<file path="src/hwmf_ram.sv">
`timescale 1ns / 1ps
// ----------------------------------------------------------------------------
// hwmf_ram
// Generic single-write, single-read memory with registered read data.
// ----------------------------------------------------------------------------
module hwmf_ram #(
  parameter int unsigned WIDTH = 32,
  parameter int unsigned DEPTH = 32
) (
  input  logic                     clk_i,
  input  logic                     we_i,
  input  logic [$clog2(DEPTH)-1:0] waddr_i,
  input  logic [WIDTH-1:0]         wdata_i,
  input  logic                     re_i,
  input  logic [$clog2(DEPTH)-1:0] raddr_i,
  output logic [WIDTH-1:0]         rdata_o
);

  logic [WIDTH-1:0] mem_q [DEPTH];
  logic [WIDTH-1:0] rdata_q;

  always_ff @(posedge clk_i) begin
    if (we_i) begin
      mem_q[waddr_i] <= wdata_i;
    end
    if (re_i) begin
      rdata_q <= mem_q[raddr_i];
    end
  end

  assign rdata_o = rdata_q;

endmodule

</file>
<file path="config.mk">
export PLATFORM = sky130hd
export DESIGN_NAME = hwmf_ram
export DESIGN_NICKNAME = d
export VERILOG_FILES = /design/src/hwmf_ram.sv
export SDC_FILE = /design/constraint.sdc
export NUM_CORES = 1
export LEC_CHECK = 0
export ABC_AREA = 1
export BUFFER_PORTS_ARGS = -buffer_cell sky130_fd_sc_hd__buf_2
export CORE_MARGIN = 10
export CORE_UTILIZATION = 49
export CTS_BUF_LIST = sky130_fd_sc_hd__clkbuf_16
export CTS_CLUSTER_DIAMETER = 30
export CTS_CLUSTER_SIZE = 20
export DETAILED_ROUTE_END_ITERATION = 8
export RECOVER_POWER = 25
export SYNTH_ARGS = -nofsm -noshare
export SYNTH_HDL_FRONTEND = slang
export SYNTH_SLANG_ARGS = --single-unit
</file>
<file path="constraint.sdc">
create_clock -name clk_i -period 3.3 [get_ports clk_i]
set_clock_uncertainty 0.2 [all_clocks]
set_input_delay 0.66 -clock clk_i [delete_from_list [all_inputs] [get_ports clk_i]]
set_output_delay 0.66 -clock clk_i [all_outputs]
set_load 0.05 [all_outputs]
</file>
[Yosys cells after proc, flatten, opt, wreduce, memory -nomap -nowiden]
Memories as Yosys holds them, arrays and structs flattened. A register that Yosys moved wholly into a read port is not among the register bits.
Cells that the tools add are included.
Operators by class
  multiplexer cells: 2
Operator list (number)
  1-bit 2-to-1 mux: 2
Storage, ports and cells
  bits in writable memories: 1024
  input bits: 45
  logic and storage cells: 3
  memories: 1
  output and inout port bits: 32
  flip-flop bits (word level): 0
Memory list
  mem_q: depth 32, width 32, rd ports 1, clocked after memory_dff 1, wr ports 1, line 19  | logic [WIDTH-1:0] mem_q [DEPTH];

[Depth between registers and ports, before layout]
Gate-level depths: netlist of run 1.
  depth after elaboration: 2
  mapped depth: 12
  depth with buffers taken out: 9

[Worst setup path after synthesis of run 1]
OpenSTA, ideal clock, no wires.
  path type: input to register
  from: input waddr_i[0]
  to: memory mem_q[8][0] (enable)
  data required time: 2.679 ns
  path buffers: 0
  cell stages on the path: 3
  data arrival time: 2.315 ns
  library setup time: 0.421 ns
  slack: 0.364 ns
  cells stage by stage: inv_1 nand3_1 nor2_1
RTL lines
  from (decl): line 12  | input logic [$clog2(DEPTH)-1:0] waddr_i,
  to (decl): line 19
No word-level cell before the write port.

[Worst setup path in the final report of run 1]
  from: register rdata_q[15] (netlist: rdata_o[15]), read port of mem_q
  to: output rdata_o[15]
RTL lines
  from (decl): line 20  | logic [WIDTH-1:0] rdata_q;
  to (decl): line 16  | output logic [WIDTH-1:0] rdata_o
No word-level cell between the ends.

==> out/qor.csv, run 1 <==
stage;metric;value;unit
cells_and_area;num-fill-cells;6839;
grt;first_global_vias;26800;
power;powerDensity;721;nW/um^2
critical_path;worstPathCellList;buf_2;
floorplan;fp.dieArea;99400;um^2
power;peakVddDrop;0.535;mV
grt;grt_pass1_wl;176;mm
logic_synthesis;ys_types;13;
critical_path;timing.critical_path.arrival;1.57;ns
cells_and_area;layout-area-overhead-vs-synth;20.4;%
critical_path;required;2.44;ns
logic_synthesis;post_synth_net_total;3581;
power;power.static_leakage;19.1;nW
grt;maximum_number_of_pins_on_one_net_before_global_route_repair;106;
clock_tree;post_cts_hold_buffer_count;0;
floorplan;core_area;86600;um^2
floorplan;dieWidth;315;um
drt;post_dr_wirelength_cell;23.8;um
run_status;status;completed;
timing;totalNegativeSetupSlack;0;ns
drt;postRouteAntennaNets;0;
floorplan;io_pins;77;
critical_path;critical_path.slowest_cell;sky130_fd_sc_hd__edfxtp_1;
logic_synthesis;asyncSetResetFlopFracSynth;0;%
placement;routability_congestion_estimate_from_global_placement;0.749;
floorplan;placement_rows;108;
flow_run;cap_violations;0;
logic_synthesis;post_synth_instance_area;42700;um^2
timing;hold_viol;0;
grt;initial_antenna_violation_count;3;
grt;grt_usage;23.9;%
critical_path;reg2reg_setup_slack;1.80;ns
drt;routed_via_density;5.55;
logic_synthesis;synth-seq-cells;1056;
drt;drt_wl_total;119;mm
clock_tree;clock_path_buffers;3;
logic_synthesis;yosysMostFrequentCell;sky130_fd_sc_hd__nand2_1;
critical_path;cp_top_family;flip-flops;
clock_tree;clk_transition_reported_paths;0.05;ns
timing;tightestPinTransition;1.36;ns
critical_path;critical_path_buf_inv_count;1;
timing;timing.max_slew.rel_slack;9.54;%
drt;drt_pre_antenna_iters;6;
clock_tree;post_cts_buffers;0;
clock_tree;cts.repair.resized;0;
min_path;hold_path.startpoint;wdata_i[23];
logic_synthesis;synth.top_cells.by_area;sky130_fd_sc_hd__edfxtp_1 74%, sky130_fd_sc_hd__nand2_1 13%, sky130_fd_sc_hd__nand3_1 9.1%, sky130_fd_sc_hd__buf_6 1.7%, sky130_fd_sc_hd__buf_2 0.97%;
critical_path;rr_startpoint;mem_q[25][2];
logic_synthesis;synth-seq-area-share;74.2;%
floorplan;die-height;315;um
logic_synthesis;synth_ff_type;sky130_fd_sc_hd__edfxtp_1;
placement;dp_hpwl;57.0;mm
timing;setup_viol_count_final;0;
logic_synthesis;synth_top_area_share;74.2;%
logic_synthesis;synth_edf_count;1056;
critical_path;crit_path_start_kind;register;
critical_path;rr_worst_depth;8;
grt;grt_overflow;0;
drt;routed-via-count;27700;
timing;period_needed;2.43;ns
timing;layout_worst_path_cycle_share;73.8;%
drt;dr.first_iter.drc_count;2892;
clock_tree;htree_num_levels;4;
clock_tree;insertion_delay;0.76;ns
critical_path;worst-setup-path-type;reg2out;
clock_tree;cts_tree;built;
logic_synthesis;post_synth_inst_count;3536;
min_path;whs_path_depth;1;
logic_synthesis;post_synth_most_frequent_cells;1440 x sky130_fd_sc_hd__nand2_1, 1056 x sky130_fd_sc_hd__edfxtp_1, 780 x sky130_fd_sc_hd__nand3_1;
timing;max_freq;0.411;GHz
cells_and_area;design_area;51400;um^2
clock_tree;clock-root-buffer;sky130_fd_sc_hd__clkbuf_16;
cells_and_area;drive_gt1_share;12.8;%
min_path;whs_endpoint;mem_q[20][23];
min_path;hold_class;in2reg;
logic_synthesis;yosys_warnings;0;
placement;port-buffer-count;76;
floorplan;initial_utilization;49.3;%
clock_tree;sink_count_of_the_clock_tree;1056;
critical_path;cp_slowest_stage_delay;0.50;ns
critical_path;worstReg2RegEnd;rdata_o[2];
critical_path;critical_path_peak_fanout;1;
logic_synthesis;syn-mean-instance-area;12.1;um^2
placement;dpl_cell_area;44700;um^2
timing;timing.final.max_slew_violations;0;
drt;route.detailed.drc;0;
logic_synthesis;netlist.top_cell.by_area;sky130_fd_sc_hd__edfxtp_1;
critical_path;critical_path_end_type;primary output;
timing;grt_setup_unrepaired;false;
cells_and_area;final_net_count;3726;
clock_tree;cts_made_buffers;191;
-- flip-flops by register name, indices dropped and copies added (netlist names) --
| signal | flops |
|---|---|
| rdata_o | 32 |
| mem_q | 1024 |
-- cell type report --
class | instances | area (um^2) | area share (%)
antenna | 1 | 2.50 | 0.00486
clock buffer | 193 | 4830 | 9.39
clock inverter | 158 | 1960 | 3.81
inverter | 10 | 67.6 | 0.131
multi-input combinational | 2252 | 9670 | 18.8
sequential | 1056 | 31700 | 61.6
tap | 1155 | 1450 | 2.81
timing repair buffer | 170 | 1760 | 3.43
-- cell usage in the layout (no fill, tap or decap), drive strengths merged --
master,instances
nand2,1440
edfxtp,1056
nand3,780
clkbuf,215
buf,148
clkinv,75
inv,37
bufinv,36
nor2,32
clkinvlp,20
diode,1
-- logic make-up (layout without fill, tap and decap cells) --
logic type / count (synthesis) / after routing / synth area share (%)
AND/OR/NAND/NOR: 2252 / 2252 / 22.1
buffers and inverters: 228 / 531 / 3.71
other: 0 / 1 / 0
flip-flops: 1056 / 1056 / 74.2
-- power by group --
part           internal (mW)  switching [mW]  total [mW]  leakage, nW
sequential              15.0          0.0657        15.1         9.55
clock                   13.5            6.74        20.2         3.31
combinational          0.451            1.35        1.80         6.23
total                   29.0            8.15        37.1         19.1
-- stage by stage --
step	hold WS, ns	utilization, %	setup WS, ns	total power [mW]	instances
4_1_cts	0.164	59.4	0.799	37.3	4994
2_1_floorplan	0.559	-	0.364	16.4	3536
5_1_grt	0.247	59.4	0.824	38.2	4994
3_5_place_dp	0.612	51.6	0.729	17.1	4643
6_report	0.220	59.4	0.866	37.1	4995
3_3_place_gp	0.602	51.6	0.716	17.1	4643
-- worst max-delay path by stage --
stage                  end        start  depth (start not counted)
2_1_floorplan  mem_q[8][0]   waddr_i[0]                          3
3_3_place_gp    rdata_o[7]   raddr_i[0]                         11
3_5_place_dp    rdata_o[7]   raddr_i[0]                         11
4_1_cts        rdata_o[21]  rdata_o[21]                          1
5_1_grt        rdata_o[21]  rdata_o[21]                          1
6_report       rdata_o[15]  rdata_o[15]                          1
-- layer usage --
metal  part of all wire, %  GRT usage (%)
met1                    42           31.9
met4                   2.6           7.88
met2                    49           39.4
met5                 0.021              0
met3                   6.7           4.22
Note: power is estimated with default switching activity, not from simulation.
==> run 2, diff against run 1 <==
--- a/config.mk
+++ b/config.mk
@@ -5,7 +5,7 @@
 export SDC_FILE = /design/constraint.sdc
 export NUM_CORES = 1
 export LEC_CHECK = 0
-export ABC_AREA = 1
+export ABC_AREA = 0
 export BUFFER_PORTS_ARGS = -buffer_cell sky130_fd_sc_hd__buf_2
 export CORE_MARGIN = 10
 export CORE_UTILIZATION = 49
@@ -13,6 +13,7 @@
 export CTS_CLUSTER_DIAMETER = 30
 export CTS_CLUSTER_SIZE = 20
 export DETAILED_ROUTE_END_ITERATION = 8
+export PLACE_DENSITY = 0.67
 export RECOVER_POWER = 25
 export SYNTH_ARGS = -nofsm -noshare
 export SYNTH_HDL_FRONTEND = slang
==> constraint.sdc (replaced) <==
create_clock -name clk_i -period 2.2 [get_ports clk_i]
set_clock_uncertainty 0.2 [all_clocks]
set_input_delay 0.44 -clock clk_i [delete_from_list [all_inputs] [get_ports clk_i]]
set_output_delay 0.44 -clock clk_i [all_outputs]
set_load 0.05 [all_outputs]
==> out/qor.csv, run 2 <==
stage;metric;value;unit;change
logic_synthesis;yosysMostFrequentCell;sky130_fd_sc_hd__edfxtp_1;;
grt;grt_overflow;0;;unchanged
cells_and_area;post_layout_nonfiller_instances;3826;;-23%
grt;grt_usage;21.3;%;-2.5 points
cells_and_area;registers.top_by_ff_count;mem_q;;
critical_path;cp_top_family;flip-flops;;
floorplan;io_pins;77;;unchanged
run_status;status;complete, but fails checks;;
timing;hold-worst-slack;0.220;ns;+0.000496 ns
grt;maximum_number_of_pins_on_one_net_before_global_route_repair;48;;-55%
drt;drt_pre_antenna_iters;6;;unchanged
cells_and_area;final_common_cell;sky130_fd_sc_hd__edfxtp_1;;
logic_synthesis;synth_top_area_share;77.7;%;+3.5 points
logic_synthesis;yosys_warnings;0;;unchanged
clock_tree;htree_num_levels;4;;unchanged
min_path;hold_class;in2reg;;
drt;post_dr_wirelength_cell;26.6;um;+12%
logic_synthesis;post_synth_most_frequent_cells;1056 x sky130_fd_sc_hd__edfxtp_1, 512 x sky130_fd_sc_hd__mux2i_1, 98 x sky130_fd_sc_hd__nand2_1, 98 x sky130_fd_sc_hd__nand3_1;;
critical_path;critical_path.slowest_cell;sky130_fd_sc_hd__edfxtp_1;;
critical_path;critical_path_peak_fanout;1;;unchanged
drt;dr.first_iter.drc_count;2212;;-24%
cells_and_area;final_net_count;2662;;-29%
logic_synthesis;post_synth_instance_area;40800;um^2;-4.5%
cells_and_area;drive_gt1_share;20.7;%;+7.8 points
drt;routed_via_density;5.86;;+5.6%
placement;routability_congestion_estimate_from_global_placement;0.802;;+7.0%
drt;drt_wl_total;102;mm;-14%
floorplan;die-height;309;um;-2.1%
logic_synthesis;post_synth_inst_count;2260;;-36%
critical_path;required;1.56;ns;-0.88 ns
critical_path;crit_path_start_kind;register;;
power;power.static_leakage;18.2;nW;-4.5%
logic_synthesis;synth_ff_type;sky130_fd_sc_hd__edfxtp_1;;
clock_tree;clock-root-buffer;sky130_fd_sc_hd__clkbuf_16;;
critical_path;critical_path_buf_inv_count;1;;unchanged
floorplan;core_area;82400;um^2;-4.9%
placement;dp_hpwl;61.2;mm;+7.3%
floorplan;initial_utilization;49.5;%;+0.21 points
critical_path;cp_slowest_stage_delay;0.47;ns;-0.03 ns
cells_and_area;antennaDiodeCount;0;;-1
floorplan;fp.dieArea;95200;um^2;-4.2%
critical_path;critical_path_end_type;primary output;;
grt;first_global_vias;22900;;-15%
cells_and_area;num-fill-cells;5676;;-17%
placement;dpl.cell_count;3492;;-25%
drt;routed-via-count;22400;;-19%
critical_path;worstPathCellList;buf_2;;
critical_path;timing.critical_path.arrival;1.52;ns;-0.05 ns
logic_synthesis;ys_types;24;;+11
logic_synthesis;asyncSetResetFlopFracSynth;0;%;unchanged
cells_and_area;layout-area-overhead-vs-synth;24.3;%;
timing;grt_setup_unrepaired;false;;
logic_synthesis;synth-seq-area-share;77.7;%;+3.5 points
timing;timing.max_slew.rel_slack;-6.24;%;-16 points
timing;setup_slack;0.0446;ns;-0.821 ns
drt;route.detailed.drc;0;;unchanged
logic_synthesis;syn-mean-instance-area;18.1;um^2;+49%
power;peakVddDrop;0.736;mV;+37%
logic_synthesis;synth_edf_count;1056;;unchanged
critical_path;worst-setup-path-type;reg2out;;
timing;layout_worst_path_cycle_share;98.0;%;
clock_tree;post_cts_buffers;0;;unchanged
clock_tree;clock_path_buffers;3;;unchanged
logic_synthesis;synth.top_cells.by_area;sky130_fd_sc_hd__edfxtp_1 78%, sky130_fd_sc_hd__mux2i_1 13%, sky130_fd_sc_hd__a22oi_1 1.8%, sky130_fd_sc_hd__a22o_1 1.4%, sky130_fd_sc_hd__nand3_1 1.2%;;
timing;tightestPinTransition;1.59;ns;+0.237 ns
clock_tree;sink_count_of_the_clock_tree;1056;;unchanged
timing;period_needed;2.16;ns;
timing;timing.final.max_slew_violations;33;;+33
timing;setup_viol_count_final;0;;unchanged
placement;port-buffer-count;76;;unchanged
power;powerDensity;1010;nW/um^2;+40%
clock_tree;cts_made_buffers;168;;-12%
cells_and_area;layout_common_cells;1056 x sky130_fd_sc_hd__edfxtp_1, 512 x sky130_fd_sc_hd__mux2i_1, 172 x sky130_fd_sc_hd__clkbuf_16;;
grt;initial_antenna_violation_count;6;;+3
grt;grt_pass1_wl;149;mm;-15%
clock_tree;clk_transition_reported_paths;0.05;ns;about the same
floorplan;dieWidth;309;um;-2.1%
flow_run;cap_violations;1;;+1
drt;postRouteAntennaNets;0;;unchanged
logic_synthesis;post_synth_net_total;2305;;-36%
placement;preCtsSetupSlack;-0.397;ns;-1.13 ns
logic_synthesis;netlist.top_cell.by_area;sky130_fd_sc_hd__edfxtp_1;;
run_status;violations;max-capacitance violations, max-slew violations;;
clock_tree;cts_tree;built;;
logic_synthesis;synth-seq-cells;1056;;unchanged
floorplan;placement_rows;105;;-2.8%
timing;hold_viol;0;;unchanged
timing;max_freq;0.464;GHz;
cells_and_area;largest_register_ffs;1024;;unchanged
clock_tree;insertion_delay;0.74;ns;-0.02 ns
run 2: stage by stage:
step | power (mW) | setup TNS, ns | utilization [%] | instance area, um^2
floorplan | 24.3 | -138.13 | - | 41000
global placement | 25.4 | -2.21 | 54.6 | 45000
detailed placement | 25.5 | -3.24 | 54.6 | 45000
CTS | 51.6 | 0 | 61.9 | 51000
global route | 52.8 | 0 | 61.6 | 50700
finish | 51.3 | 0 | 61.6 | 50700
run 2: cells by family (layout without fill, tap and decap cells):
kind of cell,Yosys count,after routing,share of synthesized area [%]
and+or+nand+nor,277,277,3.08
muxes,512,512,12.6
AOI/OAI and AO/OA,288,288,4.81
DFF,1056,1056,77.7
buffers and inverters,127,623,1.85
run 2: power breakdown:
part           leakage, nW  internal, mW  switching (mW)
Combinational         5.83         0.920            1.61
Sequential            9.54          22.5           0.106
Clock                 2.86          16.8            9.35
Total                 18.2          40.3            11.1
run 2: worst paths after layout:
check / startpoint / to / slack [ns] / depth (start not counted)
worst max-delay path: rdata_o[5] / rdata_o[5] / 0.04 / 1
worst min-delay path: raddr_i[2] / rdata_o[8] / 0.22 / 6
worst max register to register: mem_q[0][13] / rdata_o[13] / 0.35 / 5
worst min register to register: mem_q[26][24] / rdata_o[24] / 0.48 / 4
run 2: routing by layer:
metal / routed length [um] / part of all wire (%) / track usage (%)
met2: 51200 / 50 / 35.6
met5: 62 / 0.061 / 0
met3: 6640 / 6.5 / 4.07
met4: 2730 / 2.7 / 7.50
met1: 41200 / 40 / 27.8
run 2: cell type report:
class / instances / area (um^2) / area share [%]
sequential: 1056 / 31700 / 62.5
clock inverter: 137 / 1460 / 2.88
clock buffer: 172 / 4300 / 8.49
tap: 1070 / 1340 / 2.64
timing repair buffer: 314 / 3340 / 6.59
multi-input combinational: 1077 / 8560 / 16.9
run 2: repair_timing:
item	CTS	global route
gates resized for setup	2	0
hold buffers	25	0
setup endpoints to repair	2	0
endpoints found under the hold margin	527	0
