`src/hwmf_pkg.sv`:
```
`timescale 1ns / 1ps
// ----------------------------------------------------------------------------
// hwmf_pkg
// Shared widths, register map and control types of the windowed-mean forecast
// block.
// ----------------------------------------------------------------------------
package hwmf_pkg;

  localparam int unsigned DATA_W      = 32;  // sample and mean width
  localparam int unsigned COEF_W      = 32;  // signed Q16.16 coefficient width
  localparam int unsigned FC_W        = 48;  // saturated forecast width
  localparam int unsigned FRAC_W      = 16;  // fraction bits of Q16.16
  localparam int unsigned LAG_W       = 6;   // lag register width
  localparam int unsigned NUM_LANES   = 3;   // short, mid, long
  localparam int unsigned MAX_LAG_DEF = 32;  // default ring depth

  localparam logic [LAG_W-1:0] LAG_SHORT_RST = 6'd1;
  localparam logic [LAG_W-1:0] LAG_MID_RST   = 6'd5;
  localparam logic [LAG_W-1:0] LAG_LONG_RST  = 6'd22;

  typedef enum logic [2:0] {
    REG_LAG_SHORT      = 3'd0,
    REG_LAG_MID        = 3'd1,
    REG_LAG_LONG       = 3'd2,
    REG_COEF_INTERCEPT = 3'd3,
    REG_COEF_SHORT     = 3'd4,
    REG_COEF_MID       = 3'd5,
    REG_COEF_LONG      = 3'd6
  } cfg_reg_e;

  // per-cycle commands to the multiply-accumulate unit
  typedef struct packed {
    logic load;  // accumulator takes the intercept
    logic mul;   // product register takes mean times coefficient
    logic acc;   // accumulator adds the product register
  } mac_ctrl_t;

endpackage

```
`src/hwmf_div.sv`:
```
`timescale 1ns / 1ps
// ----------------------------------------------------------------------------
// hwmf_div
// Restoring divider, one quotient bit per cycle. The quotient is known to fit
// DATA_W bits, so the bits above DATA_W seed the partial remainder.
// ----------------------------------------------------------------------------
module hwmf_div import hwmf_pkg::*; #(
  parameter int unsigned SUM_W = 37,
  parameter int unsigned DIV_W = 6
) (
  input  logic              clk_i,
  input  logic              rst_ni,
  input  logic              start_i,
  input  logic [SUM_W-1:0]  dividend_i,
  input  logic [DIV_W-1:0]  divisor_i,
  output logic [DATA_W-1:0] quot_o,
  output logic              done_o
);

  localparam int unsigned CNT_W = $clog2(DATA_W);

  logic              busy_q, busy_d;
  logic              done_q, done_d;
  logic [CNT_W-1:0]  cnt_q, cnt_d;
  logic [DIV_W-1:0]  rem_q, rem_d;
  logic [DIV_W-1:0]  dvs_q, dvs_d;
  logic [DATA_W-1:0] quo_q, quo_d;
  logic [DIV_W:0]    trial;
  logic              ge;

  assign trial = {rem_q, quo_q[DATA_W-1]};
  assign ge    = trial >= {1'b0, dvs_q};

  always_comb begin
    busy_d = busy_q;
    done_d = 1'b0;
    cnt_d  = cnt_q;
    rem_d  = rem_q;
    dvs_d  = dvs_q;
    quo_d  = quo_q;
    if (start_i) begin
      busy_d = 1'b1;
      cnt_d  = '0;
      rem_d  = DIV_W'(dividend_i[SUM_W-1:DATA_W]);
      dvs_d  = divisor_i;
      quo_d  = dividend_i[DATA_W-1:0];
    end else if (busy_q) begin
      rem_d = ge ? DIV_W'(trial - {1'b0, dvs_q}) : DIV_W'(trial);
      quo_d = {quo_q[DATA_W-2:0], ge};
      cnt_d = cnt_q + 1'b1;
      if (cnt_q == CNT_W'(DATA_W - 1)) begin
        busy_d = 1'b0;
        done_d = 1'b1;
      end
    end
  end

  always_ff @(posedge clk_i or negedge rst_ni) begin
    if (!rst_ni) begin
      busy_q <= 1'b0;
      done_q <= 1'b0;
      cnt_q  <= '0;
    end else begin
      busy_q <= busy_d;
      done_q <= done_d;
      cnt_q  <= cnt_d;
    end
  end

  always_ff @(posedge clk_i) begin
    rem_q <= rem_d;
    dvs_q <= dvs_d;
    quo_q <= quo_d;
  end

  assign quot_o = quo_q;
  assign done_o = done_q;

  // partial remainder always stays below the divisor
  assert property (@(posedge clk_i) disable iff (!rst_ni)
    busy_q |-> rem_q < dvs_q)
    else $error("divider remainder not below divisor");

  assert property (@(posedge clk_i) disable iff (!rst_ni)
    done_q |-> !busy_q)
    else $error("divider done while still busy");

  assert property (@(posedge clk_i) disable iff (!rst_ni)
    start_i |-> !busy_q)
    else $error("divider started while busy");

endmodule

```
`config.mk`:
```
export PLATFORM = sky130hd
export DESIGN_NAME = hwmf_div
export DESIGN_NICKNAME = d
export VERILOG_FILES = /design/src/hwmf_pkg.sv /design/src/hwmf_div.sv
export SDC_FILE = /design/constraint.sdc
export NUM_CORES = 1
export LEC_CHECK = 0
export ABC_CLOCK_PERIOD_IN_PS = 2200
export BUFFER_PORTS_ARGS = -buffer_cell sky130_fd_sc_hd__buf_2
export CAP_MARGIN = 20
export CELL_PAD_IN_SITES_DETAIL_PLACEMENT = 0
export CELL_PAD_IN_SITES_GLOBAL_PLACEMENT = 1
export CORE_MARGIN = 5
export CORE_UTILIZATION = 35
export CTS_CLUSTER_DIAMETER = 60
export DETAILED_ROUTE_END_ITERATION = 10
export GPL_TIMING_DRIVEN = 0
export PLACE_DENSITY = 0.78
export SYNTH_ARGS = -nofsm -noshare
export SYNTH_HDL_FRONTEND = slang
export SYNTH_SLANG_ARGS = --single-unit
```
`constraint.sdc`:
```
create_clock -name clk_i -period 2.2 [get_ports clk_i]
set_input_delay 0.11 -clock clk_i [delete_from_list [all_inputs] [get_ports clk_i]]
set_output_delay 0.11 -clock clk_i [all_outputs]
set_load 0.01 [all_outputs]
```
### After elaboration in Yosys (flattened, before gate mapping)

Index checks and enable logic that the tools add are counted.

* $add $sub $neg: 2
* order comparisons: 1
* equality and inequality tests: 1
* muxes and demuxes: 13
* reductions and logical operators: 1

Operator list (count)
* $mux 32: 2
* $mux 5: 4
* $ge 7x6->1: 1
* $mux 1: 6
* $mux 6: 1
* $sub 6x6->6: 1
* $add 5x1->5 const B: 1
* $eq 5x5->1 const B: 1
* $reduce_bool 2->1: 1

* register bits: 51
* input bits: 46
* output and inout port bits: 33
* word-level logic and storage cells: 25

### Depth between registers and ports, before layout

Gate-level depths: netlist of run 1.

* word-level depth: 4
* depth in mapped cells: 8
* depth with buffers taken out: 8

### Least setup slack after synthesis of run 1

OpenSTA, ideal clock, no wires.

* path type: register -> register
* from: reg rem_q[3]
* to: reg rem_q[3], data pin
* setup time: 0.260 ns
* data arrival time: 2.022 ns
* required time: 1.940 ns
* path slack: -0.082 ns
* stages on the path, launching flop included: 8
* buffers on the path: 1
* period minus slack after synthesis: 2.282 ns
* path through: edfxtp_1 -> ha_1 -> a21o_1 -> a211o_1 -> a41o_1 -> buf_6 -> mux2_4 -> mux2_2

* cells in the longest elaborated chain, start to end: 4

Ends and longest elaborated chain
* start, declared: RTL line hwmf_div.sv:25 `logic [DIV_W-1:0] rem_q, rem_d;`
* start signal, assigned: RTL line hwmf_div.sv:71 `rem_q <= rem_d;`
* $ge 7x6->1: RTL line hwmf_div.sv:32 `assign ge = trial >= {1'b0, dvs_q};`
* $mux 6: RTL line hwmf_div.sv:48 `rem_d = ge ? DIV_W'(trial - {1'b0, dvs_q}) : DIV_W'(trial);`
* $mux 5: RTL line hwmf_div.sv:47 `end else if (busy_q) begin`
* $mux 5: RTL line hwmf_div.sv:41 `if (start_i) begin`
* named net rem_d[3]: RTL line hwmf_div.sv:25

The timed path passes the listed nets, and every way through them passes these cells. The select of a mux whose other input is x is not followed.
A chain may end at the register's enable or synchronous reset.

### Final worst setup path of run 1

* from: reg rem_q[2]
* to: reg rem_q[4], data pin

* cells in the longest elaborated chain, start to end: 4
* elaborated cells between the ends (all ways): 5
* classes of those cells: 1 x add/sub; 1 x order compare; 3 x mux

Ends and longest elaborated chain (RTL line)
* $sub 6x6->6 / $ge 7x6->1 (equally long branches): hwmf_div.sv:48, hwmf_div.sv:32
* $mux 6 (*): hwmf_div.sv:48
* $mux 5 (*): hwmf_div.sv:47
* $mux 5 (*): hwmf_div.sv:41
* named net rem_d[4]: hwmf_div.sv:25

Mark *: on every way through the listed nets, which the timed path passes. The rest lies on a longest branch. The select of a mux whose other input is x is not followed.

==> results.md, run 1 <==
- Maximum number of pins on one net before global-route repair: 38
- Unrepaired setup endpoints after global routing: true
- Yosys reg bits: 51
- Global routing usage summed across all routing layers: 12.18%
- Actual slew at the worst max-slew pin: 0.5949 ns
- Part of the Yosys area used for sequential elements: 60.55%
- Critical path class: reg -> reg
- Yosys synthesis warning count: 0
- Synthesized net count: 222
- F_max: 457.7 MHz
- Worst clock skew: 0.01123 ns
- Post-route total power: 2.930 mW
- Number of enable-type register cells in the synthesized netlist: 43
- Mean cell area of the mapped netlist: 14.79 um2
- Clock slew seen by the registers of the worst setup and hold paths: 0.09 ns
- Post-synthesis share of cell area spent on xor and xnor gates: 2.141%
- Gate count of the mapped netlist: 166
- Global-route met3 utilization: 3.526%
- Final number of hold-violating endpoints: 0
- Clock insertion delay at the later pin of the skew report: 0.30 ns
- Half-perimeter wire length of the detailed placement result: 3.664 mm
- Router iterations before antenna repair: 4
- 1st-iter DRT viols: 77
- Adder-Cell Fraction of Synth Area: 5.403%
- Outcome: completed
- Row Count: 30
- Post-route DRC: 0
- Antenna diodes: 0
- Count of placed standard cells in the final layout, fillers left out: 362
- Number of sinks handled by clock tree synthesis: 51
- Async set-reset flop share out of synthesis: 13.73%
- Post-synth design cell area: 0.002455 mm2
- Share of the synthesized area in the top cell type: 52.60%
- Highest-utilization routing layer at the global route stage: met2
- Overall die area: 0.008789 mm2
- Leak pwr: 1.413 nW
- Data arrival at the endpoint of the critical path: 2.24 ns
- Largest voltage drop on the vdd net: 0.0004923 V
- Total Routed Length: 5.075 mm
- Die boundary height: 93.75 um
- Post-synthesis simple-gate area fraction: 4.791%
- IO Count: 79
- Routability congestion estimate from global placement: 0.6991
- Die X: 93.75 um
- Launch instance of the worst register-to-register path: rem_q[2]
- Fraction of final layout cells sized beyond drive strength 1: 53.01%
- Total number of vias: 1650
- Global-route wire length before repair: 8.307 mm
- Reg-to-reg setup timing slack: 0.01 ns
- Standard cell core area: 0.006794 mm2
- Final critical path time including I/O delays and setup: 2.185 ns
- Clock Root Buffer: clkbuf_8
- H-tree levels: 2
- Ys flop type: edfxtp_1
- Reg-to-reg endpoint: rem_q[4]
- Routed Antenna Nets: 0
- Final Setup Violations: 0
- Peak fanout along the critical path: 5
- Cell total after placement: 340
- Cell depth of the worst flop-to-flop path: 6
- Pwr Density: 904.9 mW/mm2
- Sort of element at the end of the critical path: register
- Relative max-transition margin: 60.34%
- Post-DR vias/cell: 4.558
- Max Cap Violations: 0
- Final slew viol count: 0
- Critical Path RT: 2.26 ns
- Final nets: 321
- Area fraction in compound gates after synthesis: 4.383%
- Crit. Startpoint: rem_q[2]
- Initial core utilization: 36.13%
- Mux contribution to synthesized area: 19.83%
- Cell type with the largest total area after synthesis: edfxtp_1
- Input/output buffers: 78
- Area Growth Syn to Fin: 31.91%
- Dominant combinational cell family by area after synthesis: multiplexers
- Period utilisation layout: 99.32%
- Met2 track utilization from global routing: 20.22%
- Detailed-route wire length per cell: 14.02 um
- Met1 GRT Util: 14.88%
- Vias in the first global route: 1758
- Antenna violations before repair: 0
- Worst hold path class: in -> reg
- GR Overflow Total: 0
- Synth area leaders: edfxtp_1 53%, mux2_2 17%, dfrtp_1 7.1%
- Number of library cell types mapped by synthesis: 32
- Capture point of the worst path: rem_q[4]
- Post-Route Utilization: 47.66%
- Number of buffers on the longest clock path: 2
- TritonCTS Buffers: 5
- Startpoint type of the worst setup path: register
- Clock tree from TritonCTS: done
per-stage QoR:
step           hold WS, ns  setup TNS (ns)  cell area (um2)  setup WS, ns
2_1_floorplan      -0.1856               0             2467      0.005589
3_3_place_gp      -0.04740          -10.78             2978       -0.2861
3_5_place_dp      -0.04573          -9.842             2978       -0.2604
4_1_cts            0.09701        -0.04682             3192      -0.02371
5_1_grt            0.09130         -0.1473             3238      -0.04466
6_report            0.1023               0             3238       0.01494
cell families (layout without fill, tap and decap cells):
family | after synthesis | count (layout)
flip-flops | 51 | 51
multiplexers | 43 | 43
adder cells (fa/ha/maj) | 10 | 10
buffers and inverters | 17 | 117
AO/OA/AOI/OAI | 15 | 15
XOR/XNOR | 6 | 6
AND/OR/NAND/NOR | 24 | 24
how the worst min path moves through the flow:
stage	startpoint	to	slack (ns)	cells after the start
2_1_floorplan	rst_ni	busy_q	-0.19	0
3_3_place_gp	rst_ni	cnt_q[3]	-0.05	1
3_5_place_dp	rst_ni	cnt_q[3]	-0.05	1
4_1_cts	dividend_i[26]	quot_o[26]	0.1	2
5_1_grt	dividend_i[22]	quot_o[22]	0.09	2
6_report	dividend_i[28]	quot_o[28]	0.10	2
registers in the layout, summed over array words and instances (netlist names):
name and count:
busy_q 1, rem_q 6, quot_o 32, dvs_q 6, cnt_q 5, done_o 1
placed cells by master, fill, tap and decap left out, types with 2 or more instances in the layout:
master          n
o21ai_0         3
ha_4            4
ha_1            5
nand2_1         3
nor2b_1         3
buf_2          78
buf_4           8
mux2i_1         4
clkbuf_8        5
xnor2_1         2
mux2_2         36
nor3b_1         2
clkbuf_1        7
inv_1           9
edfxtp_1       43
a21o_1          2
dlygate4sd3_1   7
dfrtp_1         7
nor2_1         11
xor2_1          4
clkinv_1        2
mux2_4          3
routing by layer:
layer	wire, um	share of wire (%)
met2	2539	50
met5	0	0
met1	2114	42
met4	82	1.6
met3	339	6.7
power breakdown:
part / switching [mW] / total, mW / leakage, nW / internal (mW)
combinational: 0.444 / 1.09 / 0.824 / 0.650
clock: 0.299 / 0.517 / 0.0403 / 0.218
sequential: 0.0950 / 1.32 / 0.549 / 1.22
layout make-up:
cell class	instances	area, um2
well taps	96	120.1
multi-input cells	98	970.9
clock inverters	2	7.507
plain buffers	6	22.52
fillers	623	3556
clock buffers	6	72.57
inverters	10	37.54
repair buffers	93	520.5
flip-flops and latches	51	1486
worst max-delay path, cell delays in order, from the launching register on:
cell      delay, ns
edfxtp_1       0.47
ha_4           0.21
a21o_1         0.17
a211o_1        0.26
a41o_4         0.27
mux2_4         0.30
mux2_4         0.26
timing repair:
item / 4_1_cts / 5_1_grt
hold buffers: 7 / 0
pin swaps: 3 / 1
endpoints found under the hold margin: 13 / 0
setup endpoints to repair: 2 / 42
gates resized for setup: 4 / 7
cloned: 0 / 0
buffers inserted: 6 / 2
synthesized netlist by cell type, types with 3 or more instances:
cell type  count
edfxtp_1      43
nor2_1        11
dfrtp_1        7
o21ai_0        3
nor2b_1        3
mux2i_1        4
clkbuf_1       6
xor2_1         4
mux2_2        37
nand2_1        3
ha_1           9
inv_1         10
Power figures use the tool's default switching activity.
==> run 2, diff against run 1 <==
--- a/config.mk
+++ b/config.mk
@@ -12,6 +12,7 @@
 export CELL_PAD_IN_SITES_GLOBAL_PLACEMENT = 1
 export CORE_MARGIN = 5
 export CORE_UTILIZATION = 35
+export CTS_BUF_LIST = sky130_fd_sc_hd__clkbuf_16
 export CTS_CLUSTER_DIAMETER = 60
 export DETAILED_ROUTE_END_ITERATION = 10
 export GPL_TIMING_DRIVEN = 0
==> run 2 against run 1 <==
The flow now finishes with violations (setup timing). Count of clock-buffer cells in the layout fell by 1. First-iteration DRC count down 32%. Routed wire length up 0.32%. Sequential power hardly changed. Sequential share of layout area decreased by 0.78 points. Cell count stayed put. Global-route usage hardly changed. Critical path depth unchanged. Core utilization is 0.83 points higher. Clock power grew 42%. Non-clock buffer count is the same. Critical path type unchanged. Largest power group unchanged.
==> results.md, run 2 (synthesized netlist as in run 1, its figures left out) <==
- Peak fanout along the critical path: 5 (unchanged)
- Worst clock skew: 0.006620 ns (-0.004613 ns)
- Antenna violations before repair: 0 (unchanged)
- Total number of vias: 1649 (-0.061%)
- Reg-to-reg setup timing slack: -0.003 ns (-0.02 ns)
- Final critical path time including I/O delays and setup: 2.203 ns (+0.01770 ns)
- Detailed-route wire length per cell: 14.06 um (+0.32%)
- Clock Power Share: 23.2% (+5.5 points)
- Die boundary height: 93.75 um (unchanged)
- Data arrival at the endpoint of the critical path: 2.24 ns (about the same)
- Global-route met3 utilization: 3.766% (+0.24 points)
- Filler instances: 616 (-1.1%)
- TritonCTS Buffers: 5 (unchanged)
- Clock Root Buffer: clkbuf_16
- Max Cap Violations: 0 (unchanged)
- Highest-utilization routing layer at the global route stage: met2
- Cell depth of the worst flop-to-flop path: 6 (unchanged)
- Relative contribution of combinational cells to total power: 35.1% (-2.3 points)
- Minimum setup slack in the final design: -0.002760 ns (-0.01770 ns)
- Row Count: 30 (unchanged)
- Leak pwr: 1.439 nW (+1.8%)
- Unrepaired setup endpoints after global routing: true
- GR Overflow Total: 0 (unchanged)
- Final nets: 321 (unchanged)
- Maximum number of pins on one net before global-route repair: 38 (unchanged)
- Design internal power: 2.293 mW (+9.7%)
- Router iterations before antenna repair: 4 (unchanged)
- Largest voltage drop on the vdd net: 0.0005147 V (+4.6%)
- Fraction of final layout cells sized beyond drive strength 1: 53.38% (+0.38 points)
- Global-route wire length before repair: 8.293 mm (-0.17%)
- Post-route total power: 3.163 mW (+8.0%)
- Period utilisation layout: 100.1% (+0.80 points)
- Input/output buffers: 78 (unchanged)
- Reg-to-reg endpoint: rem_q[3]
- Overall die area: 0.008789 mm2 (unchanged)
- Number of sinks handled by clock tree synthesis: 51 (unchanged)
- Antenna diodes: 0 (unchanged)
- Relative max-transition margin: 62.08% (+1.7 points)
- Count of placed standard cells in the final layout, fillers left out: 362 (unchanged)
- Die X: 93.75 um (unchanged)
- Initial core utilization: 36.13% (unchanged)
- Total Routed Length: 5.091 mm (+0.32%)
- Critical path class: reg -> reg
- Post-DR vias/cell: 4.555 (about the same)
- Area Growth Syn to Fin: 34.20%
- H-tree levels: 2 (unchanged)
- Final Setup Violations: 1 (+1)
- Cell total after placement: 340 (unchanged)
- Sort of element at the end of the critical path: register
- Startpoint type of the worst setup path: register
- Combined area of the multi-input logic cells: 967.2 um2 (-0.39%)
- Outcome: complete, but fails checks
- Post-route DRC: 0 (unchanged)
- Vias in the first global route: 1771 (+0.74%)
- Crit. Startpoint: rem_q[2]
- Routed Antenna Nets: 0 (unchanged)
- Final number of hold-violating endpoints: 0 (unchanged)
- Post-Route Utilization: 48.49% (+0.83 points)
- Hold Startpoint: dividend_i[28]
- Actual slew at the worst max-slew pin: 0.5687 ns (-0.02613 ns)
- Half-perimeter wire length of the detailed placement result: 3.664 mm (unchanged)
- Worst hold path class: in -> reg
- Met1 GRT Util: 14.57% (-0.31 points)
- Switching power total: 870.0 uW (+3.7%)
- Global routing usage summed across all routing layers: 12.21% (+0.034 points)
- Clock slew seen by the registers of the worst setup and hold paths: 0.07 ns (-0.02 ns)
- Met2 track utilization from global routing: 20.34% (+0.12 points)
- Most used cells in the layout excluding fill and tap cells: 78 x buf_2, 43 x edfxtp_1, 37 x mux2_2, 11 x nor2_1, 9 x inv_1
- Hold-critical path endpoint: quot_o[28]
- Clock insertion delay at the later pin of the skew report: 0.29 ns (about the same)
- Reg area: 0.001486 mm2 (unchanged)
- Register share of total power: 41.7% (-3.3 points)
- Standard cell core area: 0.006794 mm2 (unchanged)
- Clock tree from TritonCTS: done
- Worst hold path cell count: 2 (unchanged)
- Launch instance of the worst register-to-register path: rem_q[2]
- Routability congestion estimate from global placement: 0.6991 (unchanged)
- Critical Path RT: 2.23 ns (-0.03 ns)
- Final slew viol count: 0 (unchanged)
- F_max: 454.0 MHz (-0.80%)
- Switching Fraction: 27.50% (-1.1 points)
- Pwr Density: 960.3 mW/mm2 (+6.1%)
- IO Count: 79 (unchanged)
- Failing checks: setup timing
- Flip-flop count of the largest register after layout: 32 (unchanged)
- Number of buffers on the longest clock path: 2 (unchanged)
- 1st-iter DRT viols: 52 (-32%)
- Most common cell after layout, fill and taps aside: buf_2
## run 2: cell types whose count changed in the layout (fill, tap and decap cells not counted), sizes merged
cell / previous run / this run
clkbuf: 12 / 11
inv: 10 / 11
## run 2: power groups by stage
stage	logic [mW]	clock network [mW]	registers [mW]
finish	1.11	0.733	1.32
global route	1.22	0.809	1.34
CTS	1.05	0.753	1.31
detailed placement	0.916	0	1.33
global placement	0.909	0	1.32
floorplan	0.648	0	1.35
## run 2: worst max-delay path, stage by stage, from the launching register on
cell,delay [ns]
edfxtp_1,0.47
ha_4,0.22
a21o_1,0.17
a211o_1,0.26
a41o_4,0.28
mux2_4,0.30
mux2_2,0.25
## run 2: through the flow
step / hold WS [ns] / setup slack (ns) / TNS, ns / area, um2
5_1_grt: 0.1171 / -0.05206 / -0.1011 / 3294
3_5_place_dp: -0.04573 / -0.2604 / -9.842 / 2978
4_1_cts: 0.1199 / -0.02087 / -0.03633 / 3248
6_report: 0.1215 / -0.002760 / -0.002760 / 3294
3_3_place_gp: -0.04740 / -0.2861 / -10.78 / 2978
2_1_floorplan: -0.1856 / 0.005589 / 0 / 2467
## run 2: how the worst max path moves through the flow
stage / slack [ns] / cells after the start / to
floorplan: 0.006 / 7 / rem_q[3]
global placement: -0.29 / 4 / quot_o[18]
detailed placement: -0.26 / 4 / quot_o[17]
CTS: -0.02 / 7 / rem_q[3]
global route: -0.05 / 6 / rem_q[4]
finish: -0.003 / 6 / rem_q[3]
## run 2: area by class of cell
type | instances | share of cell area, %
buffer | 6 | 0.6836
clock buffer | 5 | 3.798
clock inverter | 3 | 0.3418
inverter | 10 | 1.139
multi-input combinational | 98 | 29.36
sequential | 51 | 45.12
tap | 96 | 3.646
timing repair buffer | 93 | 15.91
## run 2: what timing repair did
action	in CTS	in global routing
resized for setup	4	9
endpoints found under the hold margin	13	0
hold buffers	7	0
setup buffers	6	2
pin swaps	3	2
endpoints found under the setup margin	2	42
## run 2: metal layers
metal | up-vias | share of wire (%)
met2 | 60 | 50
met4 | 0 | 1.9
met5 | - | 0
met1 | 768 | 41
met3 | 9 | 6.8
li1 | 812 | -
==> run 3, diff against run 2 <==
--- a/config.mk
+++ b/config.mk
@@ -10,7 +10,6 @@
 export CAP_MARGIN = 20
 export CELL_PAD_IN_SITES_DETAIL_PLACEMENT = 0
 export CELL_PAD_IN_SITES_GLOBAL_PLACEMENT = 1
-export CORE_MARGIN = 5
 export CORE_UTILIZATION = 35
 export CTS_BUF_LIST = sky130_fd_sc_hd__clkbuf_16
 export CTS_CLUSTER_DIAMETER = 60
==> run 3 against run 2 <==
The run now ends clean. Sequential share of layout area grew 1.0 points. Sequential power is essentially flat. Die area shrank 16%. Worst hold slack lost 0.11 ns. Power shrank 4.3%. Critical path depth shrank 1. Routed wire length shrank 11%. Combinational power shrank 11%. Critical endpoint unchanged. Largest cell class unchanged.
==> results.md, run 3 (synthesized netlist as in run 1, its figures left out) <==
- Cell depth of the worst flop-to-flop path: 5 (-1)
- Clock Root Buffer: clkbuf_16
- Data arrival at the endpoint of the critical path: 2.23 ns (about the same)
- Most common cell after layout, fill and taps aside: buf_2
- Post-route DRC: 0 (unchanged)
- Total number of vias: 1597 (-3.2%)
- Final Setup Violations: 0 (-1)
- Period utilisation layout: 99.75% (-0.37 points)
- Initial core utilization: 36.13% (unchanged)
- Standard cell core area: 0.006794 mm2 (unchanged)
- Actual slew at the worst max-slew pin: 0.5730 ns (+0.004244 ns)
- Input/output buffers: 78 (unchanged)
- Final instance area: 0.003222 mm2 (-2.2%)
- Final critical path time including I/O delays and setup: 2.195 ns (-0.008196 ns)
- Combined area of the multi-input logic cells: 933.4 um2 (-3.5%)
- Unrepaired setup endpoints after global routing: true
- Clock slew seen by the registers of the worst setup and hold paths: 0.06 ns (about the same)
- Antenna diodes: 0 (unchanged)
- Global routing usage summed across all routing layers: 12.79% (+0.58 points)
- Die X: 85.75 um (-8.5%)
- Clock insertion delay at the later pin of the skew report: 0.28 ns (about the same)
- Number of buffers on the longest clock path: 2 (unchanged)
- Final nets: 316 (-1.6%)
- Peak fanout along the critical path: 6 (+1)
- Routed Antenna Nets: 0 (unchanged)
- Final slew viol count: 0 (unchanged)
- Post-route total power: 3.027 mW (-4.3%)
- Worst hold path class: in -> reg
- H-tree levels: 2 (unchanged)
- Critical Path RT: 2.23 ns (about the same)
- Detailed-route wire length per cell: 12.72 um (-9.6%)
- Worst clock skew: 0.005767 ns (-0.0008529 ns)
- Startpoint type of the worst setup path: register
- Area Growth Syn to Fin: 31.24%
- Die boundary height: 85.75 um (-8.5%)
- F_max: 455.7 MHz (+0.37%)
- Routability congestion estimate from global placement: 0.7963 (+14%)
- Reg area: 0.001486 mm2 (unchanged)
- Router iterations before antenna repair: 4 (unchanged)
- Most used cells in the layout excluding fill and tap cells: 78 x buf_2, 43 x edfxtp_1, 37 x mux2_2, 11 x inv_1, 11 x nor2_1
- Max Cap Violations: 0 (unchanged)
- Post-DR vias/cell: 4.473 (-1.8%)
- TritonCTS Buffers: 5 (unchanged)
- Filler instances: 626 (+1.6%)
- Global-route wire length before repair: 7.182 mm (-13%)
- IO Count: 79 (unchanged)
- Overall die area: 0.007353 mm2 (-16%)
- Vias in the first global route: 1549 (-13%)
- Outcome: completed
- Placed Instance Area: 0.002978 mm2 (unchanged)
- 1st-iter DRT viols: 62 (+19%)
- Sort of element at the end of the critical path: register
- Half-perimeter wire length of the detailed placement result: 3.294 mm (-10%)
- Fraction of final layout cells sized beyond drive strength 1: 52.11% (-1.3 points)
- Row Count: 30 (unchanged)
- Relative max-transition margin: 61.80% (-0.28 points)
- Largest voltage drop on the vdd net: 0.0004111 V (-20%)
- Flip-flop count of the largest register after layout: 32 (unchanged)
- Pwr Density: 939.6 mW/mm2 (-2.2%)
- Clock tree from TritonCTS: done
- Antenna violations before repair: 0 (unchanged)
- Final number of hold-violating endpoints: 0 (unchanged)
- Post-route setup TNS: 0 ns (+0.002760 ns)
- Critical path class: reg -> reg
- Number of sinks handled by clock tree synthesis: 51 (unchanged)
- Total Routed Length: 4.540 mm (-11%)
- Leak pwr: 1.421 nW (-1.2%)
- Worst hold path cell count: 1 (-1)
- Maximum number of pins on one net before global-route repair: 38 (unchanged)
- GR Overflow Total: 0 (unchanged)
-- run 3: changes by cell type in the layout (fill, tap and decap cells not counted), sizes merged --
cell         delta
clkinv          -1
buf             -4
inv             +1
dlygate4sd3     -1
-- run 3: worst paths after layout --
path                                    from       end  slack [ns]
worst min-delay path            divisor_i[2]  dvs_q[2]        0.01
min in group asynchronous             rst_ni  cnt_q[2]        0.19
worst min register to register      rem_q[5]  rem_q[5]        0.51
worst max register to register      rem_q[4]  rem_q[3]       0.005
worst max-delay path                rem_q[4]  rem_q[3]       0.005
max in group asynchronous             rst_ni  cnt_q[0]        1.86
-- run 3: routing by layer --
| metal | up-vias | wire length (um) | GRT usage [%] |
|---|---|---|---|
| met5 | - | 0 | 0 |
| met4 | 0 | 61 | 5.000 |
| met3 | 7 | 239 | 3.850 |
| met2 | 45 | 2155 | 20.44 |
| met1 | 744 | 2084 | 16.38 |
| li1 | 801 | - | - |
-- run 3: timing repair --
action / in CTS / in global routing
hold endpoints to repair: 12 / 0
endpoints found under the setup margin: 2 / 42
resized for setup: 4 / 4
pin swaps: 3 / 1
buffers inserted: 3 / 1
hold buffers: 6 / 0
-- run 3: stage by stage --
stage / utilization (%) / hold WS (ns) / instances / setup slack (ns)
after floorplan: - / -0.1856 / 166 / 0.005589
after global placement: 43.83 / -0.04781 / 340 / -0.2605
after detailed placement: 43.83 / -0.04422 / 340 / -0.2582
after CTS: 47.20 / 0.003985 / 357 / -0.03697
after global routing: 47.42 / 0.007614 / 357 / -0.05924
final: 47.42 / 0.01095 / 357 / 0.005436
-- run 3: final cells by class --
class | count | share of cell area [%]
Clock inverter | 3 | 0.3883
Sequential cell | 51 | 46.14
Buffer | 6 | 0.6990
Inverter | 10 | 1.165
Timing Repair Buffer | 88 | 15.03
Tap cell | 96 | 3.728
Multi-Input combinational cell | 98 | 28.97
Clock buffer | 5 | 3.883
-- run 3: worst max-delay path, stage by stage (launching register included) --
cell and delay, ns:
edfxtp_1 0.39, ha_1 0.37, a211o_1 0.32, a41o_1 0.28, mux2_4 0.32, mux2_2 0.26
-- run 3: power breakdown --
| part | internal, mW | total [mW] | switching, mW |
|---|---|---|---|
| clock network | 0.412 | 0.729 | 0.317 |
| logic | 0.567 | 0.991 | 0.424 |
| registers | 1.22 | 1.31 | 0.0831 |
